**src/rtl/core/lfp_pkg.sv**
```systemverilog
// lfp_pkg: shared types and constants of the lidar frame parser
// used by lfp_status and lidar_frame_parser_top; no dependencies
`default_nettype none

package lfp_pkg;

    localparam logic [7:0]  HEADER_BYTE    = 8'h59;
    localparam logic [2:0]  LAST_DATA_IDX  = 3'd5;
    localparam logic [15:0] DIST_LOW_STR   = 16'hFFFF;
    localparam logic [15:0] DIST_SAT_STR   = 16'hFFFE;
    localparam logic [15:0] DIST_AMB_SAT   = 16'hFFFC;
    localparam logic [15:0] STRENGTH_SAT   = 16'hFFFF;
    localparam logic [13:0] TEMP_OFFSET    = 14'd256;

    localparam logic [15:0] STRENGTH_FLOOR_RST = 16'd100;
    localparam logic [13:0] TEMP_LOW_RST       = 14'd0;
    localparam logic [13:0] TEMP_HIGH_RST      = 14'd70;

    // frame status codes
    localparam logic [2:0] ST_OK           = 3'd0;
    localparam logic [2:0] ST_LOW_STRENGTH = 3'd1;
    localparam logic [2:0] ST_SAT_STRENGTH = 3'd2;
    localparam logic [2:0] ST_AMB_SAT      = 3'd3;
    localparam logic [2:0] ST_TEMP         = 3'd4;

    // configuration register indexes
    localparam logic [1:0] REG_STRENGTH_FLOOR = 2'd0;
    localparam logic [1:0] REG_TEMP_LOW       = 2'd1;
    localparam logic [1:0] REG_TEMP_HIGH      = 2'd2;

    typedef enum logic [1:0] {
        PH_HUNT_FIRST  = 2'd0,
        PH_HUNT_SECOND = 2'd1,
        PH_PAYLOAD     = 2'd2
    } phase_t;

    typedef struct packed {
        logic [15:0]        strength_floor;
        logic signed [13:0] temp_low;
        logic signed [13:0] temp_high;
    } cfg_t;

endpackage

`default_nettype wire

```
**src/rtl/core/lfp_status.sv**
```systemverilog
// lfp_status: temperature conversion and status priority of one frame
// depends on lfp_pkg
`default_nettype none

module lfp_status (
    input  wire logic [15:0]        distance_word,
    input  wire logic [15:0]        strength_word,
    input  wire logic [15:0]        temp_word,
    input  wire lfp_pkg::cfg_t      cfg,
    output logic signed [13:0]      temperature_c,
    output logic [2:0]              frame_status
);

    // raw / 8 fits in 13 bits, so the offset result fits 14 signed bits
    assign temperature_c = $signed({1'b0, temp_word[15:3]} - lfp_pkg::TEMP_OFFSET);

    always_comb
    begin
        if (distance_word == lfp_pkg::DIST_LOW_STR ||
            strength_word < cfg.strength_floor)
        begin
            frame_status = lfp_pkg::ST_LOW_STRENGTH;
        end
        else if (distance_word == lfp_pkg::DIST_SAT_STR ||
                 strength_word == lfp_pkg::STRENGTH_SAT)
        begin
            frame_status = lfp_pkg::ST_SAT_STRENGTH;
        end
        else if (distance_word == lfp_pkg::DIST_AMB_SAT)
        begin
            frame_status = lfp_pkg::ST_AMB_SAT;
        end
        else if (temperature_c < cfg.temp_low || temperature_c > cfg.temp_high)
        begin
            frame_status = lfp_pkg::ST_TEMP;
        end
        else
        begin
            frame_status = lfp_pkg::ST_OK;
        end
    end

endmodule

`default_nettype wire

```
**src/rtl/core/lidar_frame_parser_top.sv**
```systemverilog
// lidar_frame_parser_top: byte-wise parser for nine-byte lidar serial frames
// depends on lfp_pkg and lfp_status
//
// usage:
//   s_* is the byte stream from the serial receiver, one byte per request in
//   s_tdata. m_* carries one result per frame that passes its checksum;
//   frames with a bad checksum give nothing. cfg_wr_en/cfg_index/cfg_wdata
//   write strength_floor (0), temp_low (1) and temp_high (2); other indexes
//   are ignored.
//   a byte is registered in the input register when accepted and decoded
//   from there into the result register, which raises m_tvalid for a frame
//   once its checksum byte is decoded. one byte per cycle is taken in steady
//   flow while the result register is not stalled; the rate is set by the
//   single decode stage between the input register and the result register.
//   when the receiver stalls with a result waiting, the decode stage holds
//   and an empty input register still takes one more byte; once it holds a
//   byte s_tready drops until the result is taken.
//   reset clears the hunt state, both pipeline valids and loads the register
//   defaults (floor 100, temperature window 0 to 70).
`default_nettype none

module lidar_frame_parser_top (
    input  wire logic        clk,
    input  wire logic        rst_n,
    input  wire logic        s_tvalid,
    output logic             s_tready,
    input  wire logic [7:0]  s_tdata,   // [7:0] rx_byte
    output logic             m_tvalid,
    input  wire logic        m_tready,
    // [15:0] range_cm, [31:16] strength, [45:32] temperature_c,
    // [48:46] frame_status, [55:49] zero
    output logic [55:0]      m_tdata,
    input  wire logic        cfg_wr_en,
    input  wire logic [1:0]  cfg_index,
    input  wire logic [15:0] cfg_wdata
);

    lfp_pkg::cfg_t   cfg_reg;

    logic            in_valid_reg;
    logic [7:0]      in_byte_reg;

    lfp_pkg::phase_t phase_reg, phase_next;
    logic [2:0]      idx_reg, idx_next;
    logic [7:0]      sum_reg, sum_next;
    logic [15:0]     dist_reg, dist_next;
    logic [15:0]     str_reg, str_next;
    logic [15:0]     tw_reg, tw_next;

    logic            out_valid_reg;
    logic [15:0]     out_dist_reg;
    logic [15:0]     out_str_reg;
    logic [13:0]     out_temp_reg;
    logic [2:0]      out_status_reg;

    logic            advance;
    logic            step;
    logic            frame_good;
    logic signed [13:0] temp_c;
    logic [2:0]      status;

    assign advance  = !out_valid_reg || m_tready;
    assign step     = in_valid_reg && advance;
    assign s_tready = !in_valid_reg || advance;

    // configuration
    always_ff @(posedge clk or negedge rst_n)
    begin
        if (!rst_n)
        begin
            cfg_reg.strength_floor <= lfp_pkg::STRENGTH_FLOOR_RST;
            cfg_reg.temp_low       <= lfp_pkg::TEMP_LOW_RST;
            cfg_reg.temp_high      <= lfp_pkg::TEMP_HIGH_RST;
        end
        else if (cfg_wr_en)
        begin
            unique case (cfg_index)
                lfp_pkg::REG_STRENGTH_FLOOR: cfg_reg.strength_floor <= cfg_wdata;
                lfp_pkg::REG_TEMP_LOW:       cfg_reg.temp_low  <= $signed(cfg_wdata[13:0]);
                lfp_pkg::REG_TEMP_HIGH:      cfg_reg.temp_high <= $signed(cfg_wdata[13:0]);
                default: ;
            endcase
        end
    end

    // input register
    always_ff @(posedge clk or negedge rst_n)
    begin
        if (!rst_n)
        begin
            in_valid_reg <= 1'b0;
        end
        else if (s_tready)
        begin
            in_valid_reg <= s_tvalid;
        end
    end

    always_ff @(posedge clk)
    begin
        if (s_tvalid && s_tready)
        begin
            in_byte_reg <= s_tdata;
        end
    end

    // next state
    always_comb
    begin
        phase_next = phase_reg;
        idx_next   = idx_reg;
        sum_next   = sum_reg;
        dist_next  = dist_reg;
        str_next   = str_reg;
        tw_next    = tw_reg;
        unique case (phase_reg)
            lfp_pkg::PH_HUNT_SECOND:
            begin
                if (in_byte_reg == lfp_pkg::HEADER_BYTE)
                begin
                    phase_next = lfp_pkg::PH_PAYLOAD;
                    idx_next   = 3'd0;
                    sum_next   = lfp_pkg::HEADER_BYTE + lfp_pkg::HEADER_BYTE;
                end
                else
                begin
                    phase_next = lfp_pkg::PH_HUNT_FIRST;
                end
            end
            lfp_pkg::PH_PAYLOAD:
            begin
                if (idx_reg <= lfp_pkg::LAST_DATA_IDX)
                begin
                    sum_next = sum_reg + in_byte_reg;
                    idx_next = idx_reg + 3'd1;
                    case (idx_reg)
                        3'd0:    dist_next[7:0]  = in_byte_reg;
                        3'd1:    dist_next[15:8] = in_byte_reg;
                        3'd2:    str_next[7:0]   = in_byte_reg;
                        3'd3:    str_next[15:8]  = in_byte_reg;
                        3'd4:    tw_next[7:0]    = in_byte_reg;
                        default: tw_next[15:8]   = in_byte_reg;
                    endcase
                end
                else
                begin
                    // checksum byte closes the frame either way
                    phase_next = lfp_pkg::PH_HUNT_FIRST;
                    idx_next   = 3'd0;
                end
            end
            default:
            begin
                phase_next = (in_byte_reg == lfp_pkg::HEADER_BYTE) ?
                             lfp_pkg::PH_HUNT_SECOND : lfp_pkg::PH_HUNT_FIRST;
            end
        endcase
    end

    // result decode
    always_comb
    begin
        frame_good = (phase_reg == lfp_pkg::PH_PAYLOAD) &&
                     (idx_reg > lfp_pkg::LAST_DATA_IDX) &&
                     (in_byte_reg == sum_reg);
    end

    lfp_status u_status (
        .distance_word (dist_reg),
        .strength_word (str_reg),
        .temp_word     (tw_reg),
        .cfg           (cfg_reg),
        .temperature_c (temp_c),
        .frame_status  (status)
    );

    always_ff @(posedge clk or negedge rst_n)
    begin
        if (!rst_n)
        begin
            phase_reg <= lfp_pkg::PH_HUNT_FIRST;
            idx_reg   <= 3'd0;
            sum_reg   <= 8'd0;
        end
        else if (step)
        begin
            phase_reg <= phase_next;
            idx_reg   <= idx_next;
            sum_reg   <= sum_next;
        end
    end

    always_ff @(posedge clk)
    begin
        if (step)
        begin
            dist_reg <= dist_next;
            str_reg  <= str_next;
            tw_reg   <= tw_next;
        end
    end

    // result register
    always_ff @(posedge clk or negedge rst_n)
    begin
        if (!rst_n)
        begin
            out_valid_reg <= 1'b0;
        end
        else if (advance)
        begin
            out_valid_reg <= step && frame_good;
        end
    end

    always_ff @(posedge clk)
    begin
        if (step && frame_good)
        begin
            out_dist_reg   <= dist_reg;
            out_str_reg    <= str_reg;
            out_temp_reg   <= temp_c;
            out_status_reg <= status;
        end
    end

    assign m_tvalid = out_valid_reg;
    assign m_tdata  = {7'd0, out_status_reg, out_temp_reg, out_str_reg, out_dist_reg};

    // assertions
    a_idx_range: assert property (@(posedge clk) disable iff (!rst_n)
        idx_reg <= 3'd6)
        else $error("payload index beyond checksum byte");

    a_frame_end: assert property (@(posedge clk) disable iff (!rst_n)
        (step && frame_good) |=> (phase_reg == lfp_pkg::PH_HUNT_FIRST && idx_reg == 3'd0))
        else $error("parser did not return to header hunt after a frame");

    a_stall_hold: assert property (@(posedge clk) disable iff (!rst_n)
        (in_valid_reg && !advance) |=> (in_valid_reg && $stable(in_byte_reg)))
        else $error("buffered byte lost while result stalled");

    a_result_src: assert property (@(posedge clk) disable iff (!rst_n)
        $rose(m_tvalid) |-> $past(phase_reg == lfp_pkg::PH_PAYLOAD && step))
        else $error("result without a checksum byte");

endmodule

`default_nettype wire

```
**config.mk**
```make
export PLATFORM = sky130hd
export DESIGN_NAME = lidar_frame_parser_top
export DESIGN_NICKNAME = d
export VERILOG_FILES = /design/src/rtl/core/lfp_pkg.sv /design/src/rtl/core/lfp_status.sv /design/src/rtl/core/lidar_frame_parser_top.sv
export SDC_FILE = /design/constraint.sdc
export NUM_CORES = 1
export LEC_CHECK = 0
export BUFFER_PORTS_ARGS = -buffer_cell sky130_fd_sc_hd__buf_2
export CORE_MARGIN = 4
export CORE_UTILIZATION = 30
export CTS_BUF_LIST = sky130_fd_sc_hd__clkbuf_16
export DETAILED_ROUTE_END_ITERATION = 7
export GPL_TIMING_DRIVEN = 0
export HOLD_SLACK_MARGIN = 0.08
export SLEW_MARGIN = 20
export SYNTH_ARGS = -nofsm -noshare
export SYNTH_HDL_FRONTEND = slang
export SYNTH_SLANG_ARGS = --single-unit
```
**constraint.sdc**
```tcl
create_clock -name clk -period 9.9 [get_ports clk]
set_clock_uncertainty 0.15 [all_clocks]
set_input_delay 0.495 -clock clk [delete_from_list [all_inputs] [get_ports clk]]
set_output_delay 0.495 -clock clk [all_outputs]
set_load 0.05 [all_outputs]
```
# ---- After elaboration in Yosys (flattened, before gate mapping)
# Index checks and enable logic that the tools add are counted.
dict set report totals {
  latchBits 0
  in_bits 31
  ram_bits 0
  elab_cells 88
  n_memories 0
  romBits 0
  regBits 164
}
dict set report classes {
  n_bitwise 1
  n_lt_le_gt_ge 5
  shift 0
  n_eq_ne 17
  n_mul 0
  n_addsub 3
  muxes 13
  n_reduce_logical 29
  div 0
}
# operator n
set op_table {}
lappend op_table {{$eq 16x16->1 const B} 4}
lappend op_table {{$reduce_and 4->1} 7}
lappend op_table {{$lt 16x16->1} 1}
lappend op_table {{$mux 8} 2}
lappend op_table {{$pmux 8 s2} 1}
lappend op_table {{$gt 14x14->1} 1}
lappend op_table {{$lt 14x14->1} 1}
lappend op_table {{$sub 13x9->14 const B} 1}
lappend op_table {{$mux 3} 3}
lappend op_table {{$add 8x8->8} 1}
lappend op_table {{$eq 8x7->1 const B} 1}
lappend op_table {{$eq 8x8->1} 1}
lappend op_table {{$mux 2} 4}
lappend op_table {{$reduce_and 2->1} 4}
lappend op_table {{$eq 3x2->1 const B} 2}
lappend op_table {{$ne 2x2->1 const B} 3}
lappend op_table {{$pmux 3 s2} 1}
lappend op_table {{$logic_and 1x1->1} 5}
lappend op_table {{$logic_or 1x1->1} 5}
lappend op_table {{$reduce_or 5->1} 1}
lappend op_table {{$eq 2x1->1 const B} 2}
lappend op_table {{$eq 2x2->1 const B} 2}
lappend op_table {{$pmux 2 s2} 1}
lappend op_table {{$add 3x1->3 const B} 1}
lappend op_table {{other kinds (12)} 13}

# ---- Logic depth before layout (Yosys ltp)
# Gate-level depths: netlist of the first run.
dict set report depth {
  ltp_word 6
  depth_mapped 11
  ltp_nobuf 11
}

# ---- Modules after synthesis
# From an unflattened synthesis of the first run, not the netlist that was laid out.
dict set report hier_totals {
  hier_cells 546
  area_unflattened_um2 7490.9
}
# mod n_inst cells_each area_each_um2 seq_area_each_um2
set modules_own_cells {}
lappend modules_own_cells {lidar_frame_parser_top 1 356 6143.4 4636.9}
lappend modules_own_cells {lfp_status 1 190 1347.5 0.0}

# ---- Worst setup path after synthesis of the first run
# No wires, ideal clock.
dict set report synth_path {
  path_kind {register -> register}
  startpoint {reg idx_reg[1]}
  endpoint {reg out_dist_reg[0], enable pin}
  required_ps 9347
  path_stages_with_launch 6
  arrival_ps 2578
  path_slack_ps 6769
  setup_ps 403
  cell_sequence {dfrtp_1 -> inv_1 -> ha_1 -> or3_1 -> or4_1 -> inv_1}
}
dict set report synth_via {
  elab_chain_cells 4
}
# item line
set synth_lines {}
lappend synth_lines {{start: declaration} lidar_frame_parser_top.sv:44} ;# logic [2:0] idx_reg, idx_next;
lappend synth_lines {{start signal: assignment} lidar_frame_parser_top.sv:188} ;# idx_reg <= idx_next;
lappend synth_lines {{$gt 3x3->1} lidar_frame_parser_top.sv:164} ;# (idx_reg > lfp_pkg::LAST_DATA_IDX) &&
lappend synth_lines {{$logic_and 1x1->1} lidar_frame_parser_top.sv:163} ;# frame_good = (phase_reg == lfp_pkg::PH_PAYLOAD) &&
lappend synth_lines {{$logic_and 1x1->1} lidar_frame_parser_top.sv:164}
lappend synth_lines {{$logic_and 1x1->1} lidar_frame_parser_top.sv:218} ;# if (step && frame_good)
lappend synth_lines {{end signal: assignment} lidar_frame_parser_top.sv:220} ;# out_dist_reg <= dist_reg;
lappend synth_lines {{end: declaration} lidar_frame_parser_top.sv:51} ;# logic [15:0] out_dist_reg;
# No other way between the ends.
# A chain may end at the register's enable or synchronous reset.

# ---- Worst setup path in the final report of the first run
dict set report layout_path {
  startpoint {reg tw_reg[13]}
  endpoint {reg out_status_reg[2], data pin}
}
dict set report layout_via {
  elab_chain_cells 4
  elab_cells_between_ends 5
  cone_classes {add/sub: 1; order compare: 2; mux: 1; reduce/logical: 1}
}
# item line
set layout_lines {}
lappend layout_lines {{start: declaration} lidar_frame_parser_top.sv:48} ;# logic [15:0] tw_reg, tw_next;
lappend layout_lines {{start signal: assignment} lidar_frame_parser_top.sv:199} ;# tw_reg <= tw_next;
lappend layout_lines {{$sub 13x9->14 *} lfp_status.sv:15} ;# assign temperature_c = $signed({1'b0, temp_word[15:3]} - lfp_pkg::TEMP_OFFSET);
lappend layout_lines {{via temp_c[13]} lidar_frame_parser_top.sv:59} ;# logic signed [13:0] temp_c;
lappend layout_lines {{$lt 14x14->1 / $gt 14x14->1 (equally long branches)} lfp_status.sv:33} ;# else if (temperature_c < cfg.temp_low || temperature_c > cfg.temp_high)
lappend layout_lines {{$logic_or 1x1->1 *} lfp_status.sv:33}
lappend layout_lines {{$mux 3 *} lfp_status.sv:33}
lappend layout_lines {{end signal: assignment} lidar_frame_parser_top.sv:223} ;# out_status_reg <= status;
lappend layout_lines {{end: declaration} lidar_frame_parser_top.sv:54} ;# logic [2:0] out_status_reg;
# The timed path passes the listed nets; every way through them passes the cells marked *.

==> results of run 1 <==
## cell families (layout without fill, tap and decap cells)
family | count (synthesis) | after routing | share of synthesized area, %
muxes | 30 | 30 | 4.71
other | 1 | 7 | 0.0524
and+or+nand+nor | 121 | 121 | 9.19
adders and majority gates | 58 | 58 | 10.3
AOI/OAI and AO/OA | 75 | 75 | 6.95
DFF | 161 | 161 | 63.6
xor gates and xnor gates | 8 | 8 | 0.980
buffers and inverters | 75 | 198 | 4.30
## routing by layer
| layer | GRT usage (%) | vias to the layer above |
|---|---|---|
| met4 | 4.27 | 2 |
| met5 | 0 | - |
| met1 | 15.7 | 2080 |
| met3 | 4.48 | 23 |
| met2 | 19.9 | 88 |
| li1 | - | 2129 |
## cell type report
cell class                 count  area (um2)
sequential                   161        4550
inverter                      63         236
multi-input combinational    299        2340
fill                        2264       14700
tap                          319         399
clock buffer                  18         450
buffer                        12        71.3
clock inverter                14         163
timing repair buffer          91         531
## timing repair
action / CTS / global route
hold endpoints to repair: 18 / 4
endpoints found under the setup margin: 0 / 0
hold buffers: 3 / 4
resized for setup: 0 / 0
## worst max path at each step
stage	startpoint	to	slack (ps)
6_report	tw_reg[13]$_DFFE_PP_	out_status_reg[2]$_SDFFCE_PP0P_	6900
5_1_grt	tw_reg[13]$_DFFE_PP_	out_status_reg[2]$_SDFFCE_PP0P_	6610
4_1_cts	tw_reg[13]$_DFFE_PP_	out_status_reg[2]$_SDFFCE_PP0P_	6870
3_5_place_dp	tw_reg[13]$_DFFE_PP_	out_status_reg[2]$_SDFFCE_PP0P_	6930
3_3_place_gp	in_byte_reg[1]$_DFFE_PP_	out_temp_reg[10]$_DFFE_PP_	6030
2_1_floorplan	idx_reg[1]$_DFFE_PN0P_	out_dist_reg[0]$_DFFE_PP_	6770
## worst reg2reg max path, cell delays in order (launching register included)
cell and delay [ps]:
edfxtp_1 420, nor3_1 270, nor3b_1 510, ha_1 370, and4_1 230, a21oi_1 130
o21ai_0 90, a21oi_1 170, mux2i_1 270, a311oi_1 140
## report_power, final
part	switching [mW]	total, mW	internal (mW)
sequential	0.0219	0.776	0.754
combinational	0.0801	0.150	0.0699
clock	0.267	0.677	0.410
total	0.369	1.60	1.23
## cell usage in the layout (no fill, tap or decap), drive strengths merged, types with 3 or more instances in the layout
master,instances
edfxtp,102
buf,91
inv,65
ha,57
dfrtp,53
nand2,34
mux2,29
o21ai,23
clkbuf,23
a21oi,21
nor2,16
nand4,13
a21o,13
nand3,12
clkinv,8
conb,7
dlygate4sd3,7
nor3,7
nand2b,6
dfstp,6
nor2b,5
nor4,5
nor3b,5
xor2,4
xnor2,4
and3,3
and2,3
nand3b,3
bufinv,3
a22o,3
## stage by stage
| step | setup slack, ps | area (um2) |
|---|---|---|
| final | 6900 | 8730 |
| after global routing | 6610 | 8730 |
| after CTS | 6870 | 8690 |
| after detailed placement | 6930 | 8050 |
| after global placement | 6030 | 7980 |
| after floorplan | 6770 | 7170 |
==> flow_summary_export.csv, run 1 <==
group,metric,value,unit
run_status,status,"finished, final reports clean",
yosys,yosysMostFrequentCell,"edfxtp_1",
cells_and_area,largest_reg_flops,44,
place,dp.cells,938,
cts,numCtsBuffers,17,
floorplan,core,23500,um2
power_and_ir_drop,fin_total_pwr,1.60,mW
cells_and_area,antenna_cells,0,
yosys,synth_area,7150,um2
critical_path,cp_max_fo,4,
drt,wl_met3,984,um
global_route,grt_pass1_wl,24.8,mm
cts,post_cts_buffers,0,
critical_path,cp-end-kind,"flop",
critical_path,worst_setup_path_start_kind,"flop",
global_route,grt_max_degree,44,
cells_and_area,syn_to_final_growth,22.1,%
critical_path,critPathRequiredTime,9910,ps
yosys,synth_common_cells,"102 x edfxtp_1, 62 x inv_1, 57 x ha_1",
yosys,synth-edff-count,102,
floorplan,ioPinCount,89,
timing,maxSlewViolCount,0,
drt,routed.top_layer,"met5",
critical_path,crit_type,"reg2reg",
drt,remaining_drc_errors,0,
place,portBuffers,81,
critical_path,r2r-end,"out_status_reg[2]$_SDFFCE_PP0P_",
global_route,antenna_found_initial,1,
critical_path,crit_top_cell,"a21oi_1",
critical_path,rrSetupSlack,6900,ps
flow_run,drv_cap,0,
timing,period_share,30.3,%
yosys,syn-instance-count,529,
critical_path,worstPathCellList,"nor3_1 -> nor3b_1 -> ha_1 -> and4_1 -> a21oi_1 -> o21ai_0 -> a21oi_1 -> mux2i_1 -> a311oi_1",
cts,clk_root_buffer_cell,"clkbuf_16",
drt,routed_wl,15.6,mm
min_path,hold_depth,1,
power_and_ir_drop,ir_drop,0.109,mV
drt,wire_per_inst,16.0,um
cts,cts_tree,"yes",
min_path,min-delay-start,"s_tdata[2]",
yosys,ys_top_cells_by_area,"edfxtp_1 43%, dfrtp_1 19%, ha_1 10%",
timing,rsz0062_at_grt,"no",
timing,tightest_slew,686,ps
yosys,synth_top_area_share,42.8,%
timing,fin_crit,3000,ps
floorplan,dieArea,26400,um2
floorplan,dieHeight,162,um
yosys,syn_area_per_cell,13.5,um2
cts,clk_latency,430,ps
critical_path,cpPeakStageDelay,510,ps
place,gp_congestion,0.804,
cts,cts.sinks,161,
global_route,grt_pass1_vias,4450,
floorplan,start_util,30.5,%
yosys,synth-seq-area-share,63.6,%
cells_and_area,post_route_cells_drive_above_1_share,26.0,%
min_path,hold_class,"in2reg",
timing,max_freq,333,MHz
floorplan,num_rows,56,
drt,firstDrtPassIters,4,
critical_path,cpMaxStageDelayCell,"nor3b_1",
cts,h-tree-depth,4,
cells_and_area,fin_cells,977,
critical_path,ff2ff_path_depth,9,
critical_path,arrival,3010,ps
cts,clockBufferDepth,2,
global_route,grtUsageTotal,12.4,%
drt,antenna_left,0,
power_and_ir_drop,powerDensity,184,nW/um2
yosys,synth_flop_cell,"edfxtp_1",
timing,holdWs,95.4,ps
drt,vias,4322,
power_and_ir_drop,p_leak,3.67,nW
timing,finalSetupViolCount,0,
critical_path,critPathBufInv,0,
min_path,min_to,"in_byte_reg[2]$_DFFE_PP_",
yosys,synth_seq_cells,161,
yosys,synth_cell_types,55,
cells_and_area,utilization,37.2,%
critical_path,critical-path-top-delay-family,"simple AND/OR/NAND/NOR gates",
drt,drt_iter0_drc,184,
drt,vias_per_cell,4.42,
global_route,gr-total-overflow,0,
floorplan,dieWidth,162,um
cells_and_area,nets,734,
yosys,synth_warnings,0,
yosys,async_reset_ff_share,36.6,%
drt,drt-met1-wl,7.08,mm
critical_path,r2r-start,"tw_reg[13]$_DFFE_PP_",
cts,cts.clk_slew.worst_paths,60,ps
timing,fin_tns_setup,0,ps
drt,wl_met2,7.30,mm
yosys,synth.largest_area_cell,"edfxtp_1",
timing,hold_viol,0,
timing,slew_headroom,54.3,%
place,hpwl,11.6,mm
critical_path,worst-path-stages,9,
Power figures use the tool's default switching activity.
==> run 2, diff against run 1 <==
- clock period: 9.9 -> 3.1 ns (I/O delays scaled with it)
==> run 2 against run 1 <==
Sequential share of layout area decreased by 1.4 points; first-iteration DRC count increased by 29%; final area increased by 2.7%; global-route usage grew 0.23 points; maximum frequency grew 1.7%; highest routed layer is now met4; cell count up 2.5%; register-to-register slack lost 6700 ps; power increased to 3.2 times the previous value.
==> flow_summary_export.csv, run 2 (synthesized netlist as in run 1, its figures left out) <==
group,metric,value,unit
run_status,status,"finished, final reports clean",
power_and_ir_drop,powerDensity,565,nW/um2
min_path,hold_class,"in2async",
flow_run,drv_cap,0,
timing,slew_headroom,49.7,%
floorplan,dieHeight,162,um
critical_path,cp_max_fo,24,
cts,clockBufferDepth,2,
cells_and_area,syn_to_final_growth,25.4,%
global_route,grt_max_degree,45,
place,dpl_cell_area,8030,um2
place,hpwl,11.5,mm
floorplan,num_rows,56,
floorplan,core,23500,um2
floorplan,start_util,30.5,%
cells_and_area,antenna_cells,0,
cells_and_area,nets,758,
timing,fin_crit,2950,ps
critical_path,cp-end-kind,"flop",
cts,clk_latency,420,ps
global_route,grtUsageTotal,12.7,%
critical_path,ff2ff_path_depth,5,
timing,max_freq,339,MHz
cells_and_area,layout_commonest_cell,"edfxtp_1",
critical_path,crit_type,"reg2reg",
drt,remaining_drc_errors,0,
power_and_ir_drop,internal_power,3.90,mW
cts,cts.clk_slew.worst_paths,60,ps
place,gp_congestion,0.801,
global_route,grt_pass1_vias,4538,
power_and_ir_drop,p_leak,3.76,nW
cells_and_area,stdcell_area,8970,um2
critical_path,critPathRequiredTime,3010,ps
power_and_ir_drop,p_seq_share,49.0,%
timing,finalSetupViolCount,0,
critical_path,critPathBufInv,1,
timing,period_share,95.3,%
cells_and_area,post_route_cells_drive_above_1_share,25.4,%
critical_path,critical-path-top-delay-family,"simple AND/OR/NAND/NOR gates",
floorplan,dieWidth,162,um
timing,tightest_slew,752,ps
timing,holdWs,106,ps
cts,cts_tree,"yes",
timing,maxSlewViolCount,0,
critical_path,cpMaxStageDelayCell,"edfxtp_1",
drt,vias,4445,
power_and_ir_drop,clkPwrFrac,41.2,%
timing,rsz0062_at_grt,"no",
cts,post_cts_buffers,0,
cts,h-tree-depth,4,
power_and_ir_drop,combPwrFrac,9.9,%
drt,wire_per_inst,15.9,um
drt,firstDrtPassIters,4,
drt,drt_iter0_drc,238,
power_and_ir_drop,ir_drop,0.352,mV
cts,cts.sinks,161,
place,portBuffers,81,
power_and_ir_drop,switchingPower,1.17,mW
drt,vias_per_cell,4.44,
global_route,gr-total-overflow,0,
cells_and_area,largest_reg_flops,44,
critical_path,worst_setup_path_start_kind,"flop",
cts,numCtsBuffers,17,
floorplan,dieArea,26400,um2
cells_and_area,final_cell_mix,"102 x edfxtp_1, 81 x buf_2, 62 x inv_1, 57 x ha_1, 53 x dfrtp_1",
global_route,grt_pass1_wl,25.5,mm
critical_path,rrSetupSlack,150,ps
critical_path,r2r-start,"in_byte_reg[1]$_DFFE_PP_",
critical_path,worstPathCellList,"ha_1 -> nor4_1 -> nand2_1 -> or4_1 -> clkinvlp_4",
floorplan,ioPinCount,89,
drt,routed_wl,15.9,mm
power_and_ir_drop,p_sw_share,23.1,%
global_route,antenna_found_initial,0,
critical_path,arrival,2860,ps
timing,hold_viol,0,
critical_path,r2r-end,"out_temp_reg[6]$_DFFE_PP_",
drt,antenna_left,0,
cts,clk_root_buffer_cell,"clkbuf_16",
critical_path,cpPeakStageDelay,580,ps
-- run 2: cell types whose count changed in the layout (fill, tap and decap cells not counted), sizes merged --
cell,delta
dlygate4sd3,+24
clkinvlp,+3
inv,-2
clkbuf,+2
bufinv,-2
buf,-1
-- run 2: how the worst max path moves through the flow --
stage | startpoint | endpoint | slack, ps | depth (start not counted)
after floorplan | idx_reg[1]$_DFFE_PN0P_ | out_dist_reg[0]$_DFFE_PP_ | 380 | 5
after global placement | in_byte_reg[1]$_DFFE_PP_ | out_temp_reg[10]$_DFFE_PP_ | -110 | 5
after detailed placement | in_byte_reg[1]$_DFFE_PP_ | out_temp_reg[10]$_DFFE_PP_ | -120 | 5
after CTS | in_byte_reg[1]$_DFFE_PP_ | out_temp_reg[9]$_DFFE_PP_ | 100 | 5
after global routing | in_byte_reg[1]$_DFFE_PP_ | out_temp_reg[8]$_DFFE_PP_ | 30 | 5
final | in_byte_reg[1]$_DFFE_PP_ | out_temp_reg[6]$_DFFE_PP_ | 150 | 5
-- run 2: final cells by class --
type | instances | area [um2]
Fill cell | 2248 | 14500
Sequential cell | 161 | 4550
Multi-Input combinational cell | 299 | 2350
Timing Repair Buffer | 114 | 751
Clock buffer | 20 | 500
Tap cell | 319 | 399
Inverter | 63 | 240
Clock inverter | 12 | 104
Buffer | 12 | 71.3
Timing Repair inverter | 1 | 7.51
-- run 2: worst reg2reg max path: stages (launching register included) --
cell	delay, ps
edfxtp_1	580
ha_1	380
nor4_1	320
nand2_1	80
or4_1	570
clkinvlp_4	490
-- run 2: routing by layer --
metal | routed length (um) | share of wire [%] | track usage (%)
met4 | 104 | 0.65 | 3.50
met1 | 7280 | 46 | 16.4
met3 | 885 | 5.6 | 4.23
met2 | 7650 | 48 | 20.4
met5 | 0 | 0 | 0
-- run 2: timing repair --
action                                 4_1_cts  5_1_grt
setup endpoints to repair                   49        1
hold buffers                                31        0
resized for setup                            1        2
endpoints found under the hold margin      113        0
pin swaps                                    0        0
gates cloned                                 1        0
-- run 2: power groups by stage --
stage | Combinational, mW | Clock [mW] | Sequential [mW]
2_1_floorplan | 0.346 | 0 | 2.49
3_3_place_gp | 0.458 | 0 | 2.52
3_5_place_dp | 0.471 | 0 | 2.53
4_1_cts | 0.507 | 2.14 | 2.48
5_1_grt | 0.581 | 2.22 | 2.49
6_report | 0.501 | 2.09 | 2.48
-- run 2: metrics by stage --
stage | util [%] | TNS [ps] | worst slack [ps] | power [mW] | instances
6_report | 38.2 | 0 | 147 | 5.07 | 1001
5_1_grt | 38.2 | 0 | 35.0 | 5.30 | 1001
4_1_cts | 38.1 | 0 | 102 | 5.13 | 1001
3_5_place_dp | 34.2 | -5690 | -122 | 3.00 | 937
3_3_place_gp | 34.0 | -5110 | -111 | 2.98 | 935
2_1_floorplan | - | 0 | 380 | 2.84 | 535
==> run 3, diff against run 2 <==
- CELL_PAD_IN_SITES_DETAIL_PLACEMENT: unset -> 1
- CELL_PAD_IN_SITES_GLOBAL_PLACEMENT: unset -> 2
- PLACE_DENSITY_LB_ADDON: unset -> 0.1
==> run 3 against run 2 <==
First-iteration DRC count fell by 29%; critical path depth rose by 2; combinational power rose by 4.2%; die area did not move; clock power fell by 3%; highest routed layer unchanged.
==> flow_summary_export.csv, run 3 (synthesized netlist as in run 1, its figures left out) <==
group,metric,value,unit
global_route,grt_pass1_wl,29.5,mm
global_route,antenna_found_initial,0,
timing,hold_viol,0,
floorplan,dieArea,26400,um2
floorplan,core,23500,um2
cells_and_area,post_route_cells_drive_above_1_share,25.5,%
global_route,grt_max_degree,42,
cts,clk_root_buffer_cell,"clkbuf_16",
critical_path,cp-end-kind,"flop",
cells_and_area,seqCellArea,4550,um2
drt,drt_iter0_drc,170,
timing,maxSlewViolCount,0,
cells_and_area,nets,761,
timing,max_freq,350,MHz
floorplan,dieHeight,162,um
cells_and_area,syn_to_final_growth,25.7,%
power_and_ir_drop,ir_drop,0.321,mV
place,pre_cts_ws,-48.1,ps
power_and_ir_drop,fin_total_pwr,5.02,mW
drt,routed_wl,18.7,mm
critical_path,critPathRequiredTime,3080,ps
cells_and_area,antenna_cells,0,
flow_run,drv_cap,0,
cts,numCtsBuffers,17,
floorplan,start_util,30.5,%
cells_and_area,multiInputGateArea,2350,um2
cells_and_area,final_cell_mix,"102 x edfxtp_1, 81 x buf_2, 62 x inv_1, 57 x ha_1, 53 x dfrtp_1",
floorplan,ioPinCount,89,
cts,clk_latency,420,ps
power_and_ir_drop,p_leak,3.77,nW
critical_path,crit_type,"reg2reg",
drt,remaining_drc_errors,0,
floorplan,dieWidth,162,um
cts,cts.clk_slew.worst_paths,70,ps
critical_path,worst_setup_path_start_kind,"flop",
timing,holdWs,134,ps
cells_and_area,n_fill_cell,2494,
timing,period_share,92.2,%
drt,antenna_left,0,
timing,finalSetupViolCount,0,
cts,clockBufferDepth,2,
drt,vias,4588,
run_status,status,"finished, final reports clean",
drt,firstDrtPassIters,4,
timing,slew_headroom,43.7,%
cts,cts_tree,"yes",
place,portBuffers,81,
global_route,grt_pass1_vias,5167,
timing,rsz0062_at_grt,"no",
global_route,grtUsageTotal,14.9,%
place,hpwl,13.5,mm
min_path,hold_class,"in2async",
timing,tightest_slew,841,ps
timing,setup_ws,243,ps
drt,wire_per_inst,18.6,um
cts,h-tree-depth,4,
place,gp_congestion,0.791,
global_route,gr-total-overflow,0,
power_and_ir_drop,powerDensity,559,nW/um2
timing,fin_crit,2860,ps
cts,cts.sinks,161,
drt,vias_per_cell,4.57,
critical_path,cp_max_fo,19,
floorplan,num_rows,56,
cells_and_area,largest_reg_flops,44,
critical_path,arrival,2840,ps
cells_and_area,layout_commonest_cell,"edfxtp_1",
cells_and_area,utilization,38.3,%
-- run 3: path summary, 6_finish.rpt --
check	slack, ps	from	cells after the start	endpoint
hold reg to reg	300	dist_reg[6]$_DFFE_PP_	0	out_dist_reg[6]$_DFFE_PP_
setup reg to reg	240	in_byte_reg[2]$_DFFE_PP_	7	out_status_reg[2]$_SDFFCE_PP0P_
min in group clk	140	cfg_wr_en	3	cfg_reg[19]$_DFFE_PN0P_
hold / removal	130	rst_n	2	cfg_reg[34]$_DFFE_PN1P_
setup / recovery	240	in_byte_reg[2]$_DFFE_PP_	7	out_status_reg[2]$_SDFFCE_PP0P_
max in group asynchronous	1410	rst_n	3	cfg_reg[35]$_DFFE_PN0P_
-- run 3: worst max-delay path, stage by stage (launching register included) --
cell	delay, ps
edfxtp_1	600
ha_1	440
nor4_1	280
nand2_1	90
or4_1	480
clkinvlp_4	150
buf_16	170
buf_16	170
-- run 3: routing by layer --
| layer | global-route usage (%) | wire length, um | vias to the layer above |
|---|---|---|---|
| met5 | 0 | 0 | - |
| met4 | 4.50 | 255 | 0 |
| met3 | 3.11 | 476 | 17 |
| met2 | 25.0 | 9310 | 71 |
| met1 | 19.4 | 8650 | 2321 |
| li1 | - | - | 2179 |
-- run 3: what timing repair did --
action / CTS / global route
setup buffers: 2 / 0
setup endpoints to repair: 18 / 1
endpoints found under the hold margin: 113 / 0
resized for setup: 0 / 3
hold buffers: 31 / 0
-- run 3: cell type report --
cell class / instances / area share [%]
Multi-Input combinational cell: 299 / 26.2
Clock buffer: 17 / 4.73
Buffer: 12 / 0.793
Timing Repair Buffer: 118 / 9.13
Clock inverter: 15 / 1.52
Sequential cell: 161 / 50.6
Inverter: 63 / 2.67
Tap cell: 319 / 4.44
-- run 3: metrics by stage --
stage	cells	cell area [um2]	TNS, ps
3_3_place_gp	935	7980	-10730
5_1_grt	1004	8990	0
2_1_floorplan	535	7180	0
4_1_cts	1004	8970	0
3_5_place_dp	939	8080	-822
6_report	1004	8990	0
-- run 3: power by group --
group | switching (mW) | leakage [nW] | internal [mW]
logic | 0.276 | 1.85 | 0.246
clock network | 0.904 | 0.275 | 1.11
registers | 0.0774 | 1.64 | 2.41
